--- src/rtl/core/mwbd_div.sv ---
`default_nettype none
module mwbd_div #(
   parameter int NUM_W = 16,
   parameter int DEN_W = 7
) (
   input  wire logic             clock,
   input  wire logic             reset,
   input  wire logic             start,
   input  wire logic [NUM_W-1:0] num,
   input  wire logic [DEN_W-1:0] den,
   output logic                  done,
   output logic      [NUM_W-1:0] quot,
   output logic      [DEN_W-1:0] rem
);
   localparam int CNT_W = $clog2(NUM_W + 1);

   logic             busy_ff, busy_in;
   logic [CNT_W-1:0] cnt_ff, cnt_in;
   logic [NUM_W-1:0] quo_ff, quo_in;
   logic [DEN_W-1:0] rem_ff, rem_in;
   logic [DEN_W-1:0] den_ff, den_in;
   logic             done_ff, done_in;
   logic [DEN_W:0]   trial;
   logic [DEN_W:0]   diff;
   logic             ge;

   // one quotient bit per cycle, restoring
   always_comb begin
      trial   = {rem_ff, quo_ff[NUM_W-1]};
      diff    = trial - {1'b0, den_ff};
      ge      = trial >= {1'b0, den_ff};
      busy_in = busy_ff;
      cnt_in  = cnt_ff;
      quo_in  = quo_ff;
      rem_in  = rem_ff;
      den_in  = den_ff;
      done_in = 1'b0;
      if (start) begin
         busy_in = 1'b1;
         cnt_in  = CNT_W'(NUM_W);
         quo_in  = num;
         rem_in  = '0;
         den_in  = den;
      end else if (busy_ff) begin
         quo_in = {quo_ff[NUM_W-2:0], ge};
         rem_in = ge ? diff[DEN_W-1:0] : trial[DEN_W-1:0];
         cnt_in = cnt_ff - CNT_W'(1);
         if (cnt_ff == CNT_W'(1)) begin
            busy_in = 1'b0;
            done_in = 1'b1;
         end
      end
   end

   always_ff @(posedge clock) begin
      if (reset) begin
         busy_ff <= 1'b0;
         done_ff <= 1'b0;
         cnt_ff  <= '0;
      end else begin
         busy_ff <= busy_in;
         done_ff <= done_in;
         cnt_ff  <= cnt_in;
      end
      quo_ff <= quo_in;
      rem_ff <= rem_in;
      den_ff <= den_in;
   end

   assign done = done_ff;
   assign quot = quo_ff;
   assign rem  = rem_ff;
endmodule
`default_nettype wire

--- config.mk ---
export PLATFORM = sky130hd
export DESIGN_NAME = mwbd_div
export DESIGN_NICKNAME = d
export VERILOG_FILES = /design/src/rtl/core/mwbd_div.sv
export SDC_FILE = /design/constraint.sdc
export NUM_CORES = 1
export LEC_CHECK = 0
export BUFFER_PORTS_ARGS = -buffer_cell sky130_fd_sc_hd__buf_2
export CELL_PAD_IN_SITES_DETAIL_PLACEMENT = 2
export CELL_PAD_IN_SITES_GLOBAL_PLACEMENT = 2
export CORE_MARGIN = 2
export CORE_UTILIZATION = 34
export DETAILED_ROUTE_END_ITERATION = 6
export HOLD_SLACK_MARGIN = 0.15
export PLACE_DENSITY_LB_ADDON = 0.1
export SETUP_SLACK_MARGIN = 0.1
export SLEW_MARGIN = 10
export SYNTH_ARGS = -nofsm -noshare
export SYNTH_HDL_FRONTEND = slang
export SYNTH_SLANG_ARGS = --single-unit
--- constraint.sdc ---
create_clock -name clock -period 2.65 [get_ports clock]
set_input_delay 0.265 -clock clock [delete_from_list [all_inputs] [get_ports clock]]
set_output_delay 0.265 -clock clock [all_outputs]
set_load 0.05 [all_outputs]
==> results of run 1 <==
==> stage by stage <==
step	power, mW	cells	cell area, µm²	hold slack, ns	utilization
3_5_place_dp	1.10	292	2340	0.444	0.400
5_1_grt	1.64	307	2520	0.207	0.430
6_report	1.56	307	2520	0.210	0.430
3_3_place_gp	1.09	292	2340	0.441	0.400
2_1_floorplan	0.997	173	2030	0.334	-
4_1_cts	1.58	306	2510	0.153	0.429
==> path summary, 6_finish.rpt <==
path | startpoint | to | slack, ns | cells past startpoint
hold / removal | reset | cnt_ff[4] | 0.21 | 2
hold reg to reg | cnt_ff[1] | cnt_ff[1] | 0.51 | 2
setup / recovery | quot[15] | rem[5] | 0.50 | 7
setup reg to reg | quot[15] | rem[5] | 0.50 | 7
==> timing repair <==
item | in CTS | in global routing
hold buffers | 6 | 1
endpoints found under the hold margin | 6 | 1
endpoints found under the setup margin | 0 | 0
==> worst register-to-register path, cell delays in order, from the launching register on <==
cell	delay, ns
sky130_fd_sc_hd__edfxtp_1	0.38
sky130_fd_sc_hd__inv_1	0.05
sky130_fd_sc_hd__ha_1	0.22
sky130_fd_sc_hd__fa_1	0.42
sky130_fd_sc_hd__nand2b_2	0.25
sky130_fd_sc_hd__a211o_4	0.38
sky130_fd_sc_hd__a31o_1	0.24
sky130_fd_sc_hd__o21ai_1	0.14
==> area by class of cell <==
| type | count | share of cell area |
|---|---|---|
| Tap cell | 75 | 0.0373 |
| Sequential cell | 37 | 0.385 |
| Timing Repair Buffer | 58 | 0.131 |
| Inverter | 13 | 0.0194 |
| Clock buffer | 6 | 0.0373 |
| Multi-Input combinational cell | 116 | 0.384 |
| Clock inverter | 2 | 0.00546 |
==> kinds of logic (layout without fill, tap and decap cells) <==
kind of cell    after synthesis  in the layout
compound gates               33             33
xor+xnor                      6              6
fa+ha+maj                    10             10
buf+inv                      20             79
flops                        37             37
mux                          16             16
simple gates                 51             51
==> sequential cells by signal, summed over array words and instances, names as in the netlist <==
signal	count
rem	7
quot	16
done	1
den_ff	7
busy_ff	1
cnt_ff	5
==> power by group through the flow <==
stage | clock network [mW] | registers [mW] | logic (mW)
6_report | 0.468 | 0.697 | 0.395
5_1_grt | 0.507 | 0.706 | 0.427
4_1_cts | 0.483 | 0.699 | 0.399
3_5_place_dp | 0 | 0.711 | 0.392
3_3_place_gp | 0 | 0.709 | 0.380
2_1_floorplan | 0 | 0.818 | 0.179
==> layer usage <==
layer  vias up  wire (µm)
li1        770          -
met1       769       2270
met2        33       2520
met3         5        225
met4         0         35
met5         -          0
==> layout by cell type (no fill, tap or decap), drive strengths merged, types with 2 or more instances in the layout <==
cell type	instances
buf	51
edfxtp	23
mux2	16
dfxtp	14
inv	14
ha	9
nor3b	8
nor3	7
dlygate4sd3	7
clkbuf	6
nor2	5
nand2	5
xnor2	5
nor2b	4
and3	4
a41oi	4
o31ai	4
a211oi	4
o21ai	4
or2	3
a21oi	3
o311ai	3
nand3	3
nand2b	3
o21a	2
nor4b	2
==> results.md, run 1 <==
- The relative contribution of sequential cells to total power is 0.447.
- The total negative slack is 0 ns.
- The clock latency on the worst-skew pair is 0.29 ns.
- The delay of the slowest cell on the worst path is ~0.42 ns.
- STA classifies the critical path endpoint as a flip-flop.
- Fill cells in the final layout number 611.
- The final count of pins violating max slew is 0.
- The final route contains ~1600 vias.
- The most common cell in the synthesized netlist is sky130_fd_sc_hd__edfxtp_1.
- For this run, asynchronously set or reset flops after synthesis account for 0.
- In this run the deepest clock path goes through 2 buffers.
- The run finished with clean final reports.
- The layer flagged by global routing as most heavily used is met2.
- Counting distinct cell types in the post-synthesis netlist gives 49.
- The I/O pin count is 50.
- The number of gates resized after CTS is 0.
- The switching part of the total is 0.327.
- The synthesized-area fraction occupied by xor and xnor cells is 0.0259.
- The combinational fraction of design power is 0.253.
- The slowest stage of the critical path is the sky130_fd_sc_hd__fa_1 cell.
- The critical path goes through inv_1 > ha_1 > fa_1 > nand2b_2 > a211o_4 > a31o_1 > o21ai_1.
- The overall routed net length is 5.05 mm.
- The final setup slack of the worst path is 0.497 ns.
- At the worst endpoint, the required time is between 2 and 3 ns.
- The fraction of the mapped netlist area in compound gates came to 0.136.
- The via count of the first global-routing pass is 1722.
- TritonCTS built the clock tree.
- The power dissipated by switching net loads is 510 µW.
- The total internal power is 1.05 mW.
- The wire length of the first global-routing pass is 8.33 mm.
- In the global route stage, overall resource usage came out at 0.166.
- The wire length per cell is about 16 µm.
- The tree is rooted in a sky130_fd_sc_hd__clkbuf_8.
- The cell class contributing the biggest share of worst-path delay is compound AO/OA/AOI/OAI gates.
- Of the post-synthesis cell area, the part taken by muxes is 0.0889.
- The count of max-cap constraint violations is 0.
- The first detailed-routing pass took 4 iterations.
- Summed over all instances, the cell type with the most area after synthesis is sky130_fd_sc_hd__edfxtp_1.
- Across the VDD grid, the largest voltage drop is 0.323 mV.
- The Yosys step of the flow raised 0 warnings.
- The area growth from synthesis to layout is 24.3%.
- The count of flip-flops with a built-in enable after synthesis is 23.
- The clock period could shrink to approximately 2.2 ns.
- The last weighted congestion value of the routability-driven placer is 0.796.
- The transition time of the tightest slew-check pin is 0.405 ns.
- In this run, synthesis produced a sequential element count of 37.
- The met3 layer usage reported by global route is 0.0478.
- The post-placement setup slack is 0.504 ns.
- The fraction of layout instances using a drive strength above 1 is 0.384.
- The cell area that synthesis handed to floorplanning was between 0.002 and 0.0025 mm².
- The setup-violating endpoint count in the final report is 0.
- The top cell type's share of synthesized area is 0.341.
- The detailed router finished its first iteration with 35 violations.
- Clock tree synthesis inserted a total of 5 buffers.
- Together, buffers and inverters on the worst path number 1.
- The number of vias per cell is 5.14.
- In the routed design, unresolved DRC markers number 0.
- The clock drives 37 sinks.
- The region available for standard cell placement spans ~0.006 mm².
- The gate count after technology mapping is 173.
- The total overflow left after global routing is 0.
- In the post-synthesis netlist, the biggest area contributors are sky130_fd_sc_hd__edfxtp_1, sky130_fd_sc_hd__dfxtp_1, sky130_fd_sc_hd__mux2_2.
- The total half-perimeter wirelength after legalization and detailed placement is 3.94 mm.
- The net total in the final layout is 267.
- The post-CTS setup repair buffer count is 0.
- The data arrival time of the worst path is ~2.4 ns.
- The path category of the worst min-delay check is input port to flip-flop.
- In the final layout, flip-flops and latches occupy 971 µm².
- The adder-cell area share of the yosys netlist is 0.0654.
- STA classifies the critical path startpoint as a flip-flop.
- The max-slew headroom at the worst pin is 0.730.
- The number of H-tree branching levels is 2.
- By area, the combinational part of the netlist is dominated by simple AND/OR/NAND/NOR gates.
- For this run, global-route usage on met1 was measured as 0.202.
- Setup repair after global routing left no endpoint under its margin.
- When the netlist entered floorplanning its net count stood at ~210.
- The detail route stage leaves a number of antenna-violating nets equal to 0.
- The chip height is 81.2 µm.
- In the global route stage, met2 resource usage came out at 0.293.
- The floorplan has 28 rows.
- A synthesized cell averages 11.7 µm².
- The number of antenna violations at the first check in global routing came to 0.
- The power share of the clock group is 0.300.
- The floorplan step defined a die boundary enclosing approximately 0.0066 mm².
- The initial utilization of the core area, before any placement, comes to 0.346.
- The number of buffers inserted by port buffering is between 40 and 50.
- The number of antenna diodes in the final layout is 0.
- Counting instances in the post-synthesis netlist gives the leading cell types as sky130_fd_sc_hd__edfxtp_1, sky130_fd_sc_hd__mux2_2, sky130_fd_sc_hd__dfxtp_1.
- The reported leakage power is ~1.1 nW.
- The simple logic cell fraction of the synthesized area is 0.160.
- The area taken by multi-input logic gates is 967 µm².
- The flip-flop cell with the highest count after synthesis is sky130_fd_sc_hd__edfxtp_1.
- The worst-path maximum fanout is 7.
- The power per cell area is 620 mW/mm².
- Entering global routing, the biggest net connects 23 pins.
- Derived from the worst setup path, the maximum achievable clock frequency is 0.464 GHz.
- The post-route clock period utilization is 0.813.
- Across the routed clock network, the largest skew measured is 0.00715 ns.
- The total count of hold-check failures in the final report was 0.
- The sequential fraction of the synthesis area is 0.479.
- The die is roughly 80 µm wide.
- The CTS clock-pin slew for the worst setup and hold paths is 0.08 ns.
- The critical setup path kind is flip-flop to flip-flop.
(Power assumes the default switching activity.)
==> run 2, diff against run 1 <==
==> constraint.sdc (replaced) <==
create_clock -name clock -period 2.11 [get_ports clock]
set_input_delay 0.211 -clock clock [delete_from_list [all_inputs] [get_ports clock]]
set_output_delay 0.211 -clock clock [all_outputs]
set_load 0.05 [all_outputs]
==> run 2 against run 1 <==
Sequential cell count unchanged. Non-clock buffer count increased by 3. Highest routed layer unchanged. Utilization grew 1.0 points. Final cell count rose by 0.98%. Sequential power up 26%. Die area did not move. Clock-buffer cell count decreased by 1. Design area grew 2.4%. Hold slack got worse by 0.036 ns. Sequential share of layout area shrank 0.90 points. Critical path type unchanged. Global-route usage grew 1.9 points. Clock power up 8.3%.
==> results.md, run 2 (synthesis results as in run 1) <==
- The flow ran to the end, and the final reports show no timing, DRC or antenna violations.
- The area growth from synthesis to layout is 27.2%.
- The number of antenna violations at the first check in global routing came to 0.
- The most frequent standard cell in the layout excluding fill and tap cells is sky130_fd_sc_hd__buf_2.
- The critical path launch point is den_ff[0].
- The post-route clock period utilization is 0.924.
- The first detailed-routing pass took 4 iterations.
- In the layout the commonest cells are sky130_fd_sc_hd__buf_2, sky130_fd_sc_hd__edfxtp_1, sky130_fd_sc_hd__mux2_2.
- The endpoint identified for the worst register-to-register timing path is rem[5].
- The required time at the endpoint of the critical path is 2.33 ns.
- The critical path capture point is rem[5].
- In the final layout, the share of cells above drive strength 1 is 0.417.
- After detailed routing, the number of remaining DRC violations is 0.
- The placed cell count is just under 300.
- The count of nets left with antenna violations after detail routing is 0.
- For this run, the number of standard cells in the final layout without fillers is 310.
- The maximum vdd ir drop is approximately 0.4 mV.
- The I/O pin count is 50.
- The clock tree buffer depth is 2.
- The total routing usage reported by global routing is 0.186.
- After detailed routing, the total wire length is 5.80 mm.
- The clock latency on the worst-skew pair is 0.30 ns.
- The critical setup path kind is flip-flop to flip-flop.
- The category of the worst setup path capture point is a flip-flop.
- Setup repair after global routing could not meet its margin everywhere.
- The setup skew after layout is 0.0154 ns.
- Summed over all layers, the global routing overflow is 0.
- After legalization and detailed placement, the total HPWL measured 4.38 mm.
- The congestion estimate from routability-driven global placement came to about 0.78.
- The final count of pins violating max slew is 0.
- The via count of the first global-routing pass came to between 1500 and 2000.
- The number of H-tree branching levels is 2.
- The net total in the final layout is 270.
- CTS placed an instance of sky130_fd_sc_hd__clkbuf_8 at the clock tree root.
- The number of flip-flops under the largest register name is 16.
- Max-cap violations in this run came to 0.
- The total negative slack is 0 ns.
- The core outline area is 0.00585 mm².
- The number of placement rows is 28.
- The reported leakage power is 1.09 nW.
- The count of cells along the worst register-to-register path is 6.
- The largest net degree at the start of global routing is 22.
- The worst-path maximum fanout is 7.
- Across all register-to-register paths, the minimum setup slack is 0.16 ns.
- Across all setup checks in the final design, the least slack found is between 0.15 and 0.2 ns.
- The CTS clock-pin slew for the worst setup and hold paths is 0.09 ns.
- Clock tree synthesis inserted a total of 5 buffers.
- The die covers approximately 0.0066 mm².
- The total count of hold-check failures in the final report is 0.
- The maximum operating frequency is 0.513 GHz.
- The data arrival time of the worst path is between 2 and 2.5 ns.
- The transition time of the tightest slew-check pin is 0.533 ns.
- At the placement stage, the worst setup path has a slack of 0.152 ns.
- After detailed routing, the average wire length per cell comes to 18.7 µm.
- The startpoint of the lowest-slack register-to-register path is den_ff[0].
- Dividing total power by cell area gives a power density of 743 mW/mm².
- The layout has slightly above 600 filler cells.
- The setup-violating endpoint count in the final report is 0.
- The initial core utilization is 0.346.
- In this run the horizontal extent of the chip is between 80 and 90 µm.
- The number of vias per cell is 5.26.
- The number of antenna diodes in the final layout is 0.
- The type of origin of the critical path is a flip-flop.
- The path class of the tightest hold or removal check is input port to flip-flop.
- The worst hold slack after final layout is 0.174 ns.
- The total number of clock tree sinks is 37.
- The clock tree from TritonCTS is done.
- The first global-routing pass estimated 9.00 mm of wire.
- During placement, the flow inserted port buffers numbering slightly below 50.
- The max-slew headroom at the worst pin is 0.644.
- Measured along the y axis, the die boundary spans between 80 and 90 µm.
- The via count is 1630.
- The detailed router's first-iteration violation count is 63.
- The worst path in the final design needs a cycle of 1.95 ns, including I/O delays and setup.
[run 2: stage by stage]
| step | power [mW] | cell area (µm²) | util |
|---|---|---|---|
| floorplan | 1.26 | 2070 | - |
| global placement | 1.39 | 2400 | 0.410 |
| detailed placement | 1.41 | 2400 | 0.410 |
| CTS | 1.92 | 2560 | 0.437 |
| global route | 2.00 | 2580 | 0.441 |
| finish | 1.92 | 2580 | 0.441 |
[run 2: layout make-up]
cell class / count / area [µm²] / share of cell area
Multi-Input combinational cell: 116 / 1030 / 0.398
Sequential cell: 37 / 971 / 0.377
Timing Repair Buffer: 61 / 353 / 0.137
Tap cell: 75 / 93.8 / 0.0364
Clock buffer: 5 / 68.8 / 0.0267
Clock inverter: 3 / 17.5 / 0.00679
Inverter: 13 / 48.8 / 0.0189
[run 2: routing by layer]
metal	wire length, µm	up-vias	global-route usage
met5	0	-	0
met4	70	0	0.0508
met3	187	5	0.0422
met2	3060	33	0.333
met1	2480	816	0.222
li1	-	776	-
[run 2: timing repair]
item                       CTS  global route
setup endpoints to repair    0             6
setup buffers                0             1
hold endpoints to repair     7             0
gates resized for setup      0             3
hold buffers                 7             0
[run 2: worst min-delay path by stage]
| stage | start | endpoint | slack [ns] | cells after the start |
|---|---|---|---|---|
| 4_1_cts | reset | cnt_ff[3] | 0.17 | 2 |
| 2_1_floorplan | reset | cnt_ff[4] | 0.28 | 1 |
| 6_report | reset | cnt_ff[3] | 0.17 | 2 |
| 3_5_place_dp | den[1] | den_ff[1] | 0.39 | 1 |
| 5_1_grt | reset | cnt_ff[3] | 0.18 | 2 |
| 3_3_place_gp | den[6] | den_ff[6] | 0.39 | 1 |
[run 2: report_power, final]
| group | total, mW | internal, mW | switching (mW) |
|---|---|---|---|
| Sequential | 0.880 | 0.838 | 0.0417 |
| Combinational | 0.530 | 0.189 | 0.341 |
| Clock | 0.507 | 0.229 | 0.278 |
[run 2: critical path, stage by stage, from the launching register on]
cell                       delay, ns
sky130_fd_sc_hd__edfxtp_1       0.38
sky130_fd_sc_hd__ha_2           0.21
sky130_fd_sc_hd__fa_2           0.37
sky130_fd_sc_hd__nand2b_4       0.18
sky130_fd_sc_hd__a211o_4        0.39
sky130_fd_sc_hd__a31o_1         0.21
sky130_fd_sc_hd__o21ai_1        0.12
==> run 3, diff against run 2 <==
--- a/config.mk
+++ b/config.mk
@@ -8,12 +8,14 @@
 export BUFFER_PORTS_ARGS = -buffer_cell sky130_fd_sc_hd__buf_2
 export CELL_PAD_IN_SITES_DETAIL_PLACEMENT = 2
 export CELL_PAD_IN_SITES_GLOBAL_PLACEMENT = 2
+export CORE_ASPECT_RATIO = 1.25
 export CORE_MARGIN = 2
 export CORE_UTILIZATION = 34
 export DETAILED_ROUTE_END_ITERATION = 6
 export HOLD_SLACK_MARGIN = 0.15
 export PLACE_DENSITY_LB_ADDON = 0.1
 export SETUP_SLACK_MARGIN = 0.1
+export SKIP_LAST_GASP = 1
 export SLEW_MARGIN = 10
 export SYNTH_ARGS = -nofsm -noshare
 export SYNTH_HDL_FRONTEND = slang
==> run 3 against run 2 <==
Non-clock buffer count rose by 1. Sequential cell count is the same. Die area barely moved. Combinational power rose by 1%. Critical endpoint is now rem[2].
==> results.md, run 3 (synthesis results as in run 1) <==
- Routability-driven placement finished with a final weighted congestion of about 0.82.
- The largest net degree at the start of global routing is 18.
- The signal on the critical path passes through ha_2 > fa_2 > nand2b_4 > a211oi_4 > o311ai_1 > a311oi_1.
- The floorplan die area is 0.00660 mm².
- IR analysis of the VDD net gives a maximum drop of 0.382 mV.
- The longest clock path from root to sink contains 2 buffers.
- For this run, the total global-route usage over all layers was measured as 0.190.
- The area growth from synthesis to layout is 27.1%.
- The number of H-tree branching levels is 2.
- In this run, CTS created clock tree buffers numbering 5.
- The maximum operating frequency is 0.509 GHz.
- The net total in the final layout is 271.
- For this block, the initial DRC count from the detailed router was 100.
- The I/O pin count is 50.
- At the end of the flow the core is filled with cells to 0.446.
- The repair_antennas step left the layout with diodes totalling 0.
- The wire length of the first global-routing pass is between 9 and 10 mm.
- The data arrival time of the worst path is 2.16 ns.
- For the final routed database, the setup TNS stands at 0 ns.
- The fraction of layout instances using a drive strength above 1 is 0.424.
- The die is 90.3 µm tall.
- The worst setup path is launched from a flip-flop.
- The critical setup path kind is flip-flop to flip-flop.
- Dividing the detail-routed wire length by the instance count gives approximately 20 µm.
- The cell class contributing the biggest share of worst-path delay is compound AO/OA/AOI/OAI gates.
- The clock latency on the worst-skew pair is 0.29 ns.
- The register with the most flip-flops in the layout has 16 of them.
- The reported leakage power is 1.09 nW.
- Across all layers, the routed design uses between 1500 and 2000 vias.
- The worst pin sits at a relative slew slack of 0.679.
- The worst register-to-register path begins at den_ff[0].
- The tightest min-delay check is of the input port to flip-flop type.
- Port buffering added 49 buffers.
- Setup repair after global routing could not meet its margin everywhere.
- The core outline area is 0.00578 mm².
- Clock-pin slew was measured on the worst setup and hold paths at 0.08 ns.
- The number of iterations in the first detailed-routing pass is 4.
- STA classifies the critical path endpoint as a flip-flop.
- The library cell used most frequently in the layout, excluding fill and tap cells, is sky130_fd_sc_hd__buf_2.
- Of the available clock period, the critical path in the final layout requires 0.931.
- The setup skew after layout is 0.0118 ns.
- The number of vias per cell is 5.48.
- Tracing the worst setup path back leads to its startpoint at den_ff[0].
- In this design, the stage delay of the slowest critical-path cell is 0.39 ns.
- Measured along the x axis, the die boundary spans between 70 and 80 µm.
- STA puts the critical path data required time at 2.31 ns.
- The number of buffer and inverter stages on the critical path is 0.
- The clock tree from TritonCTS is done.
- The total count of hold-check failures in the final report is 0.
- The routed design has 5.95 mm of wire.
- For this configuration, the core starts out at a cell density of 0.351.
- The minimum clock period after layout is just under 2 ns.
- Summed over all layers, the global routing overflow is 0.
- Along the worst path, the maximum fanout reaches 4.
- The number of antenna violations at the first check in global routing is 0.
- The count of nets left with antenna violations after detail routing is 0.
- The total half-perimeter wirelength after legalization and detailed placement is 4.45 mm.
- The via count of the first global-routing pass is 1847.
- CTS placed an instance of sky130_fd_sc_hd__clkbuf_8 at the clock tree root.
- For this design, the sink count on the clock tree is 37.
- For the pin with the worst max-slew slack, the measured transition is between 0.4 and 0.5 ns.
- The run finished with clean final reports.
- Among all stages on the critical path, the largest delay is contributed by sky130_fd_sc_hd__edfxtp_1.
- The setup-violating endpoint count in the final report is 0.
- The launch instance of the worst min-delay path is reset.
- Power spread over the standard cell area amounts to 740 mW/mm².
- The number of placement rows is 31.
- The top cell types in the final layout, fill and taps aside, are sky130_fd_sc_hd__buf_2, sky130_fd_sc_hd__edfxtp_1, sky130_fd_sc_hd__mux2_2.
- The final count of pins violating max slew came to 0.
- The count of max-cap constraint violations is 0.
- The number of remaining DRC errors is 0.
run 3: repair_timing:
action | in CTS | in global routing
buffers inserted | 0 | 1
hold buffers | 7 | 0
endpoints found under the setup margin | 0 | 6
gates resized for setup | 0 | 4
endpoints found under the hold margin | 7 | 0
run 3: layer usage:
metal | up-vias | GRT usage | share of wire | wire length, µm
li1 | 777 | - | - | -
met1 | 832 | 0.226 | 0.38 | 2280
met3 | 11 | 0.0368 | 0.030 | 179
met2 | 34 | 0.333 | 0.56 | 3360
met5 | - | 0 | 0 | 0
met4 | 0 | 0.0664 | 0.023 | 139
run 3: power breakdown:
group | total [mW] | switching [mW] | internal [mW]
logic | 0.536 | 0.346 | 0.190
clock network | 0.494 | 0.271 | 0.223
registers | 0.877 | 0.0392 | 0.838
run 3: cell type report:
class | count | area [µm²]
fillers | 596 | 3200
multi-input cells | 116 | 1030
flip-flops and latches | 37 | 971
repair buffers | 62 | 360
well taps | 66 | 82.6
clock buffers | 5 | 68.8
inverters | 13 | 48.8
clock inverters | 3 | 12.5
run 3: path summary, 6_finish.rpt:
check                    to  slack [ns]  cells after the start
setup reg to reg     rem[2]        0.15                      6
hold reg to reg   cnt_ff[1]        0.51                      2
setup / recovery     rem[2]        0.15                      6
hold / removal    cnt_ff[4]        0.19                      2
run 3: worst register-to-register path, cell delays in order, from the launching register on:
cell and delay [ns]:
sky130_fd_sc_hd__edfxtp_1 0.39, sky130_fd_sc_hd__ha_2 0.21, sky130_fd_sc_hd__fa_2 0.36, sky130_fd_sc_hd__nand2b_4 0.18, sky130_fd_sc_hd__a211oi_4 0.28, sky130_fd_sc_hd__o311ai_1 0.14
sky130_fd_sc_hd__a311oi_1 0.31
run 3: metrics by stage:
stage | setup WS (ns) | cell area [µm²] | power (mW) | instances | hold WS [ns]
after floorplan | -0.0609 | 2070 | 1.26 | 173 | 0.280
after CTS | 0.102 | 2550 | 1.91 | 301 | 0.184
final | 0.147 | 2580 | 1.91 | 302 | 0.186
after global routing | 0.0664 | 2580 | 2.00 | 302 | 0.198
after detailed placement | 0.146 | 2400 | 1.41 | 286 | 0.392
after global placement | 0.227 | 2400 | 1.39 | 286 | 0.388
